### src/kmcd_pkg.sv
// ----------------------------------------------------------------------------
// kmcd_pkg
// Shared widths and reset values for the key matrix counter debounce block.
// ----------------------------------------------------------------------------
package kmcd_pkg;

  // Row lines per column. The sample and result fields are fixed at this width.
  localparam int Rows = 4;

  // Width of each per-key debounce counter.
  localparam int CntW = 8;

  // Width of the column index result field.
  localparam int ColIdxW = 5;

  // Default number of scanned columns.
  localparam int NumColumnsDef = 18;

  // Reset value of the debounce threshold register.
  localparam logic [CntW-1:0] ThreshReset = 8'd8;

endpackage

### src/kmcd_key_update.sv
// ----------------------------------------------------------------------------
// kmcd_key_update
// Per-key counter debounce update for one column of row samples.
// ----------------------------------------------------------------------------
module kmcd_key_update (
  input  logic [kmcd_pkg::Rows-1:0] sample_i,
  input  logic [kmcd_pkg::Rows-1:0] held_i,
  input  logic [kmcd_pkg::CntW-1:0] cnt_i [kmcd_pkg::Rows],
  input  logic [kmcd_pkg::CntW-1:0] threshold_i,
  output logic [kmcd_pkg::Rows-1:0] held_o,
  output logic [kmcd_pkg::CntW-1:0] cnt_o [kmcd_pkg::Rows],
  output logic [kmcd_pkg::Rows-1:0] flips_o
);

  for (genvar r = 0; r < kmcd_pkg::Rows; r++) begin : g_key
    logic [kmcd_pkg::CntW:0] inc;
    logic                    hit;

    // The extra bit holds the carry of the increment, so the extra bit never overflows.
    assign inc = {1'b0, cnt_i[r]} + {{kmcd_pkg::CntW{1'b0}}, 1'b1};
    assign hit = (sample_i[r] != held_i[r]) && (inc >= {1'b0, threshold_i});

    always_comb begin
      if (sample_i[r] == held_i[r]) begin
        cnt_o[r] = '0;
      end else if (hit) begin
        cnt_o[r] = '0;
      end else begin
        cnt_o[r] = inc[kmcd_pkg::CntW-1:0];
      end
    end

    assign flips_o[r] = hit;
    assign held_o[r]  = held_i[r] ^ hit;
  end

endmodule

### src/kmcd_key_store.sv
// ----------------------------------------------------------------------------
// kmcd_key_store
// Debounced bits and debounce counters for every key, one entry per column.
// ----------------------------------------------------------------------------
module kmcd_key_store #(
  parameter int NUM_COLUMNS = kmcd_pkg::NumColumnsDef,
  parameter int ColW        = 1
) (
  input  logic                      clk_i,
  input  logic                      rst_ni,
  input  logic [ColW-1:0]           col_i,
  input  logic                      wr_en_i,
  input  logic [kmcd_pkg::Rows-1:0] held_i,
  input  logic [kmcd_pkg::CntW-1:0] cnt_i [kmcd_pkg::Rows],
  output logic [kmcd_pkg::Rows-1:0] held_o,
  output logic [kmcd_pkg::CntW-1:0] cnt_o [kmcd_pkg::Rows]
);

  logic [kmcd_pkg::Rows-1:0] held_q [NUM_COLUMNS];
  logic [kmcd_pkg::CntW-1:0] cnt_q  [NUM_COLUMNS][kmcd_pkg::Rows];

  always_ff @(posedge clk_i or negedge rst_ni) begin
    if (!rst_ni) begin
      for (int c = 0; c < NUM_COLUMNS; c++) begin
        held_q[c] <= '0;
        for (int r = 0; r < kmcd_pkg::Rows; r++) begin
          cnt_q[c][r] <= '0;
        end
      end
    end else if (wr_en_i) begin
      held_q[col_i] <= held_i;
      for (int r = 0; r < kmcd_pkg::Rows; r++) begin
        cnt_q[col_i][r] <= cnt_i[r];
      end
    end
  end

  assign held_o = held_q[col_i];

  for (genvar r = 0; r < kmcd_pkg::Rows; r++) begin : g_rd
    assign cnt_o[r] = cnt_q[col_i][r];
  end

endmodule

### src/key_matrix_counter_debounce.sv
// ----------------------------------------------------------------------------
// key_matrix_counter_debounce
// Counter debounce of a scanned key matrix, one column sample per transaction.
// ----------------------------------------------------------------------------
//   Channel  Direction  Handshake                 Payload
//   input    in         in_valid_i / in_stall_o   row_sample_i
//   output   out        out_valid_o / out_stall_i column_index_o, debounced_bits_o,
//                                                 changed_bits_o, last_column_o,
//                                                 frame_changed_o
//   config   in         cfg_wen_i                 cfg_wdata_i
//
// One transaction per cycle is sustained while out_stall_i is low. A result passes
// through the input register, then the result register, before it is valid at the
// output; a stall at the output can hold it between the two.
// The per-key compare and counter step lie between those registers.
// Reset clears all key state and the column pointer and sets the threshold to 8.
// A stall at the output holds the result register; the input register still
// accepts one transaction behind it before in_stall_o rises.
// ----------------------------------------------------------------------------
module key_matrix_counter_debounce #(
  parameter int NUM_COLUMNS = kmcd_pkg::NumColumnsDef
) (
  input  logic                         clk_i,
  input  logic                         rst_ni,
  input  logic                         cfg_wen_i,
  input  logic [kmcd_pkg::CntW-1:0]    cfg_wdata_i,
  input  logic                         in_valid_i,
  output logic                         in_stall_o,
  input  logic [kmcd_pkg::Rows-1:0]    row_sample_i,
  output logic                         out_valid_o,
  input  logic                         out_stall_i,
  output logic [kmcd_pkg::ColIdxW-1:0] column_index_o,
  output logic [kmcd_pkg::Rows-1:0]    debounced_bits_o,
  output logic [kmcd_pkg::Rows-1:0]    changed_bits_o,
  output logic                         last_column_o,
  output logic                         frame_changed_o
);

  localparam int ColW = (NUM_COLUMNS > 1) ? $clog2(NUM_COLUMNS) : 1;
  localparam logic [ColW-1:0] LastCol = ColW'(NUM_COLUMNS - 1);

  logic [kmcd_pkg::CntW-1:0]    thresh_q;
  logic [ColW-1:0]              col_ptr_q;
  logic                         s1_valid_q;
  logic [kmcd_pkg::Rows-1:0]    s1_sample_q;
  logic [ColW-1:0]              s1_col_q;
  logic                         frame_seen_q;
  logic                         out_valid_q;
  logic [kmcd_pkg::ColIdxW-1:0] col_idx_q;
  logic [kmcd_pkg::Rows-1:0]    deb_q;
  logic [kmcd_pkg::Rows-1:0]    chg_q;
  logic                         last_q;
  logic                         frame_chg_q;

  logic                         accept_in;
  logic                         s2_ready;
  logic                         advance;
  logic                         is_last;
  logic [kmcd_pkg::Rows-1:0]    held_rd;
  logic [kmcd_pkg::CntW-1:0]    cnt_rd [kmcd_pkg::Rows];
  logic [kmcd_pkg::Rows-1:0]    held_wr;
  logic [kmcd_pkg::CntW-1:0]    cnt_wr [kmcd_pkg::Rows];
  logic [kmcd_pkg::Rows-1:0]    flips;

  assign s2_ready   = !out_valid_q || !out_stall_i;
  assign advance    = s1_valid_q && s2_ready;
  assign in_stall_o = s1_valid_q && !s2_ready;
  assign accept_in  = in_valid_i && !in_stall_o;
  assign is_last    = (s1_col_q == LastCol);

  always_ff @(posedge clk_i or negedge rst_ni) begin
    if (!rst_ni) begin
      thresh_q <= kmcd_pkg::ThreshReset;
    end else if (cfg_wen_i) begin
      thresh_q <= cfg_wdata_i;
    end
  end

  // The column is assigned at acceptance; the pointer wraps after the last one.
  always_ff @(posedge clk_i or negedge rst_ni) begin
    if (!rst_ni) begin
      col_ptr_q  <= '0;
      s1_valid_q <= 1'b0;
    end else if (accept_in) begin
      col_ptr_q  <= (col_ptr_q == LastCol) ? '0 : col_ptr_q + ColW'(1);
      s1_valid_q <= 1'b1;
    end else if (advance) begin
      s1_valid_q <= 1'b0;
    end
  end

  always_ff @(posedge clk_i) begin
    if (accept_in) begin
      s1_sample_q <= row_sample_i;
      s1_col_q    <= col_ptr_q;
    end
  end

  kmcd_key_store #(
    .NUM_COLUMNS (NUM_COLUMNS),
    .ColW        (ColW)
  ) u_store (
    .clk_i   (clk_i),
    .rst_ni  (rst_ni),
    .col_i   (s1_col_q),
    .wr_en_i (advance),
    .held_i  (held_wr),
    .cnt_i   (cnt_wr),
    .held_o  (held_rd),
    .cnt_o   (cnt_rd)
  );

  kmcd_key_update u_update (
    .sample_i    (s1_sample_q),
    .held_i      (held_rd),
    .cnt_i       (cnt_rd),
    .threshold_i (thresh_q),
    .held_o      (held_wr),
    .cnt_o       (cnt_wr),
    .flips_o     (flips)
  );

  always_ff @(posedge clk_i or negedge rst_ni) begin
    if (!rst_ni) begin
      frame_seen_q <= 1'b0;
      out_valid_q  <= 1'b0;
    end else if (advance) begin
      out_valid_q <= 1'b1;
      if (is_last) begin
        frame_seen_q <= 1'b0;
      end else if (|flips) begin
        frame_seen_q <= 1'b1;
      end
    end else if (!out_stall_i) begin
      out_valid_q <= 1'b0;
    end
  end

  always_ff @(posedge clk_i) begin
    if (advance) begin
      col_idx_q   <= kmcd_pkg::ColIdxW'(s1_col_q);
      deb_q       <= held_wr;
      chg_q       <= flips;
      last_q      <= is_last;
      frame_chg_q <= is_last && (frame_seen_q || (|flips));
    end
  end

  assign out_valid_o      = out_valid_q;
  assign column_index_o   = col_idx_q;
  assign debounced_bits_o = deb_q;
  assign changed_bits_o   = chg_q;
  assign last_column_o    = last_q;
  assign frame_changed_o  = frame_chg_q;

`ifndef ASSERT_OFF
  a_ptr_range: assert property (@(posedge clk_i) disable iff (!rst_ni)
    col_ptr_q <= LastCol)
    else $error("column pointer beyond last column");

  a_frame_only_last: assert property (@(posedge clk_i) disable iff (!rst_ni)
    out_valid_o && !last_column_o |-> !frame_changed_o)
    else $error("frame change flagged on a column that is not the last");

  a_frame_covers_flip: assert property (@(posedge clk_i) disable iff (!rst_ni)
    out_valid_o && last_column_o && (changed_bits_o != '0) |-> frame_changed_o)
    else $error("flip on last column not reported as frame change");

  a_flip_sets_seen: assert property (@(posedge clk_i) disable iff (!rst_ni)
    advance && !is_last && (flips != '0) |=> frame_seen_q)
    else $error("flip during frame not recorded");
`endif

endmodule
### config.mk
export PLATFORM = sky130hd
export DESIGN_NAME = key_matrix_counter_debounce
export DESIGN_NICKNAME = d
export VERILOG_FILES = /design/src/kmcd_pkg.sv /design/src/kmcd_key_update.sv /design/src/kmcd_key_store.sv /design/src/key_matrix_counter_debounce.sv
export SDC_FILE = /design/constraint.sdc
export NUM_CORES = 1
export LEC_CHECK = 0
export ABC_AREA = 1
export BUFFER_PORTS_ARGS = -buffer_cell sky130_fd_sc_hd__buf_2
export CAP_MARGIN = 10
export CORE_UTILIZATION = 40
export CTS_CLUSTER_DIAMETER = 40
export CTS_CLUSTER_SIZE = 28
export DETAILED_ROUTE_END_ITERATION = 12
export GPL_TIMING_DRIVEN = 0
export PLACE_DENSITY = 0.61
export SYNTH_ARGS = -nofsm -noshare
export SYNTH_HDL_FRONTEND = slang
export SYNTH_SLANG_ARGS = --single-unit
### constraint.sdc
create_clock -name clk_i -period 11.5 [get_ports clk_i]
set_clock_uncertainty 0.1 [all_clocks]
set_input_delay 3.45 -clock clk_i [delete_from_list [all_inputs] [get_ports clk_i]]
set_output_delay 3.45 -clock clk_i [all_outputs]
set_load 0.1 [all_outputs]
==> run metrics, run 1 <==
worst-path fanout max 10; Die Y 286.2 um; CTS tree built; clock buffer count from CTS 111; footprint of the multi-input gates 0.01327 sq mm; layout cells sized above 1 8.527%; Startpoint Class flip-flop; Design Area, Final 0.03811 sq mm; Reg-to-Reg End u_store.cnt_q[254]; Setup CP Type flip-flop to flip-flop; drt total wl 132200 um; htree depth 3; postcts setup bufs 0; largest net degree at the start of global routing 120; clock latency on the worst-skew pair 0.70 ns; Final setup violation count 0; wire per inst 24.26 um; commonest non-fill, non-tap cell in the layout nand2_1; layout net count 4357; Post-Synthesis Net Count 4204; detailed router's first-iteration violation count 4131; most used flip-flop cell after synthesis dfrtp_1; hold depth 2; first-pass GRT wire length 192900 um; Starting Density 40.70%; cts repair resizes 0; static leakage 0.01929 uW; number of flops mapped to enable cells by yosys 24; Die Area 0.08191 sq mm; Hold Path Origin u_store.cnt_q[269]; number of synthesis warnings 0; RD Place Congestion 1.015; reg2reg start s1_col_q[0]; Min Clock Period, post-route 8.846 ns; f_max 113.1 MHz; critical path arrival 9.35 ns; antenna violations before repair 2; synthesized instance count 4149; final worst-path cycle share 76.92%; hold path endpoint u_store.cnt_q[269]; routed via count 30.32k; global route overflow 0; #FFs+latches synth 688; Worst-Margin Slew 1.358 ns; CTS root buf clkbuf_16; FF-to-FF path depth 28; Post-DRT Antenna Nets 0; Storage cell area 0.01734 sq mm; CP peak stage delay 0.62 ns; vias in the first global route 28.35k; Synth async-reset ratio 96.51%; outcome finished, final reports clean; synthesized area per cell 7.787 sq um; CTS Sinks 688; hold_buf cts 0; hpwl dp 93280 um; number of max-cap violations 0; commonest non-fill, non-tap cells in the layout nand2_1 (1861), dfrtp_1 (663), nor2_1 (382), o21ai_0 (304), clkbuf_1 (148); DRC violations left 0; clk buf depth 3; row cnt 103; Placed Area 0.03398 sq mm; total core area 0.07939 sq mm; RSZ-0062 raised after global routing false; chip width 286.2 um; Netlist cell types 47; max-slew violations 0; fill count 7820; Max VDD drop 0.1272 mV; Top cell by count, worst path nand2_1; CP max stage cell a41oi_1; Buffers on Ports 33; Setup crit end kind flip-flop; Area growth, synth to finish 17.95%; CP Data Required Time 12.01 ns; relative slew slack 8.984%; Pwr Total 9067 uW; routed vias/inst 5.565; I/O Pins 34; synthesized cell area 0.03231 sq mm; Hold Path Class flip-flop to flip-flop; Pwr Density 237.9 mW/mm^2; final hold vios 0; Tot GR Track Use 32.38%; clk slew on worst S/H paths 0.05 ns; Register-to-Register Setup Slack 2.65 ns; CP Buf/Inv Count 9; Pre-antenna DRT Iters 7; Seq/Total Area, Yosys 53.67%; delay-heaviest family, CP buffers and inverters
-- worst register-to-register path: cells and delay by family (launching register included) --
family | cells | cell delay, ns
buffers and inverters | 9 | 3.11
adders and majority gates | 2 | 0.81
xor gates and xnor gates | 1 | 0.18
DFF | 1 | 0.44
AOI/OAI and AO/OA | 4 | 1.48
and+or+nand+nor | 12 | 2.68
-- metal layers --
layer	global-route usage, %	routed length (um)	vias up
li1	-	-	13530
met1	43.60	53040	14790
met2	47.08	55990	1687
met3	9.412	15860	311
met4	17.10	7292	4
met5	0	28	-
-- synth_stat cells (all sizes together), types with 14 or more instances --
library cell	n	area, sq um
inv	134	503.0
nor2	398	1556
a21oi	129	645.6
dfrtp	663	16590
buf	103	593.1
nand4	69	444.2
o21ai	315	1577
edfxtp	24	720.7
ha	38	475.5
a22oi	61	457.9
nand2	1866	7017
clkinv	14	52.55
nand3	128	655.6
clkbuf	147	558.0
-- cells by family (layout without fill, tap and decap cells) --
| kind of cell | Yosys count | after routing | synth area share, % |
|---|---|---|---|
| xor gates and xnor gates | 10 | 10 | 0.2711 |
| adders and majority gates | 38 | 38 | 1.472 |
| buffers and inverters | 398 | 647 | 5.283 |
| muxes | 1 | 1 | 0.03485 |
| other | 0 | 1 | 0 |
| DFF | 688 | 688 | 53.67 |
| AOI/OAI and AO/OA | 531 | 531 | 8.904 |
| and+or+nand+nor | 2483 | 2483 | 30.37 |
-- per-stage QoR --
step | TNS, ns | util, % | cells | worst slack [ns] | hold slack [ns]
6_report | 0 | 48.00 | 5449 | 2.654 | 0.3767
5_1_grt | 0 | 48.00 | 5448 | 2.505 | 0.3893
3_3_place_gp | -5114.16 | 42.56 | 5232 | -7.840 | 0.3484
3_5_place_dp | 0 | 42.80 | 5239 | 2.999 | 0.3648
4_1_cts | 0 | 48.00 | 5448 | 2.937 | 0.3793
2_1_floorplan | 0 | - | 4149 | 3.099 | 0.3277
-- area by class of cell --
cell class,count,area share [%]
Sequential cell,688,45.50
Multi-Input combinational cell,3063,34.81
Clock buffer,129,7.870
Tap cell,1050,3.447
Buffer,250,3.021
Clock inverter,80,2.958
Inverter,148,1.458
Timing Repair Buffer,40,0.9325
Antenna cell,1,0.006567
-- flip-flops by register name, indices dropped and copies added (netlist names), 5 cells and up --
signal          count
thresh_q            8
u_store.held_q     72
column_index_o      5
u_store.cnt_q     576
col_ptr_q           5
s1_col_q            5
-- worst max-delay path by stage --
| stage | startpoint | cells past startpoint | slack (ns) | to |
|---|---|---|---|---|
| 2_1_floorplan | out_stall_i | 2 | 3.10 | in_stall_o |
| 3_3_place_gp | rst_ni | 1 | -7.84 | u_store.cnt_q[246] |
| 3_5_place_dp | s1_col_q[0] | 28 | 3.00 | u_store.cnt_q[478] |
| 4_1_cts | s1_col_q[0] | 28 | 2.94 | u_store.cnt_q[254] |
| 5_1_grt | s1_col_q[0] | 28 | 2.51 | u_store.cnt_q[190] |
| 6_report | s1_col_q[0] | 28 | 2.65 | u_store.cnt_q[254] |
-- where the power goes --
group / leakage (uW) / internal, uW / total [uW] / switching [uW]
registers: 0.00906 / 2950 / 3240 / 293
clock network: 0.00196 / 2380 / 3700 / 1320
logic: 0.00827 / 525 / 2130 / 1600
No activity file was read; power rests on OpenSTA's default activity.
==> inputs of run 2 (changes only) <==
==> constraint.sdc (replaced) <==
create_clock -name clk_i -period 8.19 [get_ports clk_i]
set_clock_uncertainty 0.1 [all_clocks]
set_input_delay 2.457 -clock clk_i [delete_from_list [all_inputs] [get_ports clk_i]]
set_output_delay 2.457 -clock clk_i [all_outputs]
set_load 0.1 [all_outputs]
==> run 2 against run 1 <==
  * Clock power up 40%
  * Sequential share of layout area decreased by 0.081 points
  * Critical path depth did not move
  * First-iteration DRC count grew 2.7%
  * Final cell count about the same
  * Critical path type unchanged
==> run metrics, run 2 (synthesized netlist as in run 1, its figures left out) <==
clk buf depth 3 (unchanged); CP peak stage delay 0.48 ns (-0.14 ns); CTS tree built; fill count 7815 (-0.064%); reg2reg start s1_col_q[0]; DRC violations left 0 (unchanged); max-slew violations 0 (unchanged); Buffers on Ports 33 (unchanged); Starting Density 40.70% (unchanged); Die Area 0.08191 sq mm (unchanged); antenna violations before repair 2 (unchanged); first-pass GRT wire length 193100 um (about the same); Reg-to-Reg End u_store.cnt_q[540]; largest net degree at the start of global routing 120 (unchanged); Post-DRT Antenna Nets 0 (unchanged); Pre-antenna DRT Iters 7 (unchanged); FF-to-FF path depth 28 (unchanged); htree depth 3 (unchanged); routed via count 30.50k (+0.58%); relative slew slack 11.78% (+2.8 points); vias in the first global route 28.36k (+0.032%); chip width 286.2 um (unchanged); Die Y 286.2 um (unchanged); Setup CP Type flip-flop to flip-flop; final hold vios 0 (unchanged); f_max 123.2 MHz (+9.0%); Final setup violation count 0 (unchanged); total core area 0.07939 sq mm (unchanged); drt total wl 132500 um (+0.18%); Finished Layout Cells 5452 (+0.055%); CP Data Required Time 8.69 ns (-3.32 ns); commonest non-fill, non-tap cells in the layout nand2_1 (1861), dfrtp_1 (663), nor2_1 (382), o21ai_0 (304), clkbuf_1 (147); Hold Path Class flip-flop to flip-flop; Hold Path Origin u_store.cnt_q[215]; layout cells sized above 1 8.680% (+0.15 points); I/O Pins 34 (unchanged); Setup crit end kind flip-flop; global route overflow 0 (unchanged); Worst-Margin Slew 1.323 ns (-0.03455 ns); Startpoint Class flip-flop; worst-path fanout max 10 (unchanged); clk slew on worst S/H paths 0.06 ns (about the same); static leakage 0.01932 uW (+0.14%); RSZ-0062 raised after global routing false; CP Buf/Inv Count 10 (+1); Max VDD drop 0.1793 mV (+41%); biggest regs u_store.cnt_q (576), u_store.held_q (72), thresh_q (8); clock latency on the worst-skew pair 0.70 ns (about the same); commonest non-fill, non-tap cell in the layout nand2_1; clock buffer count from CTS 111 (unchanged); critical path arrival 8.62 ns (-0.73 ns); Register-to-Register Setup Slack 0.08 ns (-2.58 ns); hold depth 2 (unchanged); CTS Sinks 688 (unchanged); outcome finished, final reports clean; detailed router's first-iteration violation count 4244 (+2.7%); CP max stage cell buf_2; max reg flops 576 (unchanged); wire per inst 24.29 um (+0.13%); post-place setup slack -0.3113 ns (-3.310 ns); Pwr Density 334.2 mW/mm^2 (+40%); RD Place Congestion 1.015 (unchanged); hold_buf cts 0 (unchanged); Area growth, synth to finish 18.16%; row cnt 103 (unchanged); Final Worst Setup Slack 0.07500 ns (-2.579 ns); hold path endpoint u_store.cnt_q[215]; Critical Path Stages 28 (unchanged); hpwl dp 93280 um (unchanged); placed cells 5239 (unchanged); CTS root buf clkbuf_16; routed vias/inst 5.594 (+0.53%); Tot GR Track Use 32.41% (about the same); number of max-cap violations 0 (unchanged); layout net count 4360 (+0.069%); Hold Slack 0.3789 ns (+0.002215 ns); Min Clock Period, post-route 8.115 ns (-0.7307 ns); delay-heaviest family, CP buffers and inverters; final worst-path cycle share 99.08% (+22 points); Largest Register u_store.cnt_q
==> run 2: cell types whose count changed in the layout (fill, tap and decap cells not counted) <==
cell / change
nor2_2: -5
a41oi_2: +1
a21oi_2: +1
buf_4: +3
nor2_4: +5
clkbuf_2: +2
nor3_4: +1
buf_1: -1
a41oi_1: -1
clkbuf_1: -1
a21oi_1: -1
nor3_2: -1
==> run 2: layer usage <==
layer | GRT usage (%) | wire length [um] | up-vias | part of all wire, %
met5 | 0 | 28 | - | 0.021
met4 | 16.75 | 7353 | 4 | 5.6
met3 | 9.428 | 16340 | 314 | 12
met2 | 47.25 | 56030 | 1790 | 42
met1 | 43.67 | 52700 | 14840 | 40
li1 | - | - | 13550 | -
==> run 2: worst min-delay path, delay by kind of cell, from the launching register on <==
kind,cells,cell delay (ns)
AND/OR/NAND/NOR,2,0.11
flip-flops,1,0.34
==> run 2: final cells by class <==
cell class / count / area, sq um / share of cell area, %
antenna: 1 / 2.502 / 0.006555
buffer: 250 / 1154 / 3.022
clock buffer: 129 / 2999 / 7.856
clock inverter: 80 / 1127 / 2.953
inverter: 148 / 555.5 / 1.455
multi-input combinational: 3063 / 13310 / 34.86
sequential: 688 / 17340 / 45.42
tap: 1050 / 1314 / 3.441
timing repair buffer: 43 / 377.9 / 0.9898
==> run 2: worst max-delay path by stage <==
stage                           start                 end  slack (ns)
after floorplan           out_stall_i          in_stall_o        1.77
after global placement         rst_ni  u_store.cnt_q[246]      -10.16
after detailed placement  s1_col_q[0]  u_store.cnt_q[478]       -0.31
after CTS                 s1_col_q[0]  u_store.cnt_q[443]       -0.06
after global routing      s1_col_q[0]  u_store.cnt_q[540]        0.04
final                     s1_col_q[0]  u_store.cnt_q[540]        0.08
==> run 2: per-stage QoR <==
stage	setup TNS [ns]	utilization, %	total power, uW	area (sq um)
finish	0	48.09	12760	38180
detailed placement	-11.14	42.80	7455	33980
global placement	-6661.02	42.56	7390	33790
global route	0	48.09	13180	38170
CTS	-0.6677	48.01	12620	38110
floorplan	0	-	6184	32310
==> run 2: report_power, final <==
group | switching [uW] | internal, uW
clock | 1860 | 3340
sequential | 406 | 4140
combinational | 2270 | 744
total | 4530 | 8230
==> run 2: repair_timing <==
| item | CTS | global route |
|---|---|---|
| hold endpoints to repair | 0 | 0 |
| gates cloned | 0 | 0 |
| gates resized for setup | 2 | 10 |
| endpoints found under the setup margin | 78 | 130 |
| buffers inserted | 0 | 3 |
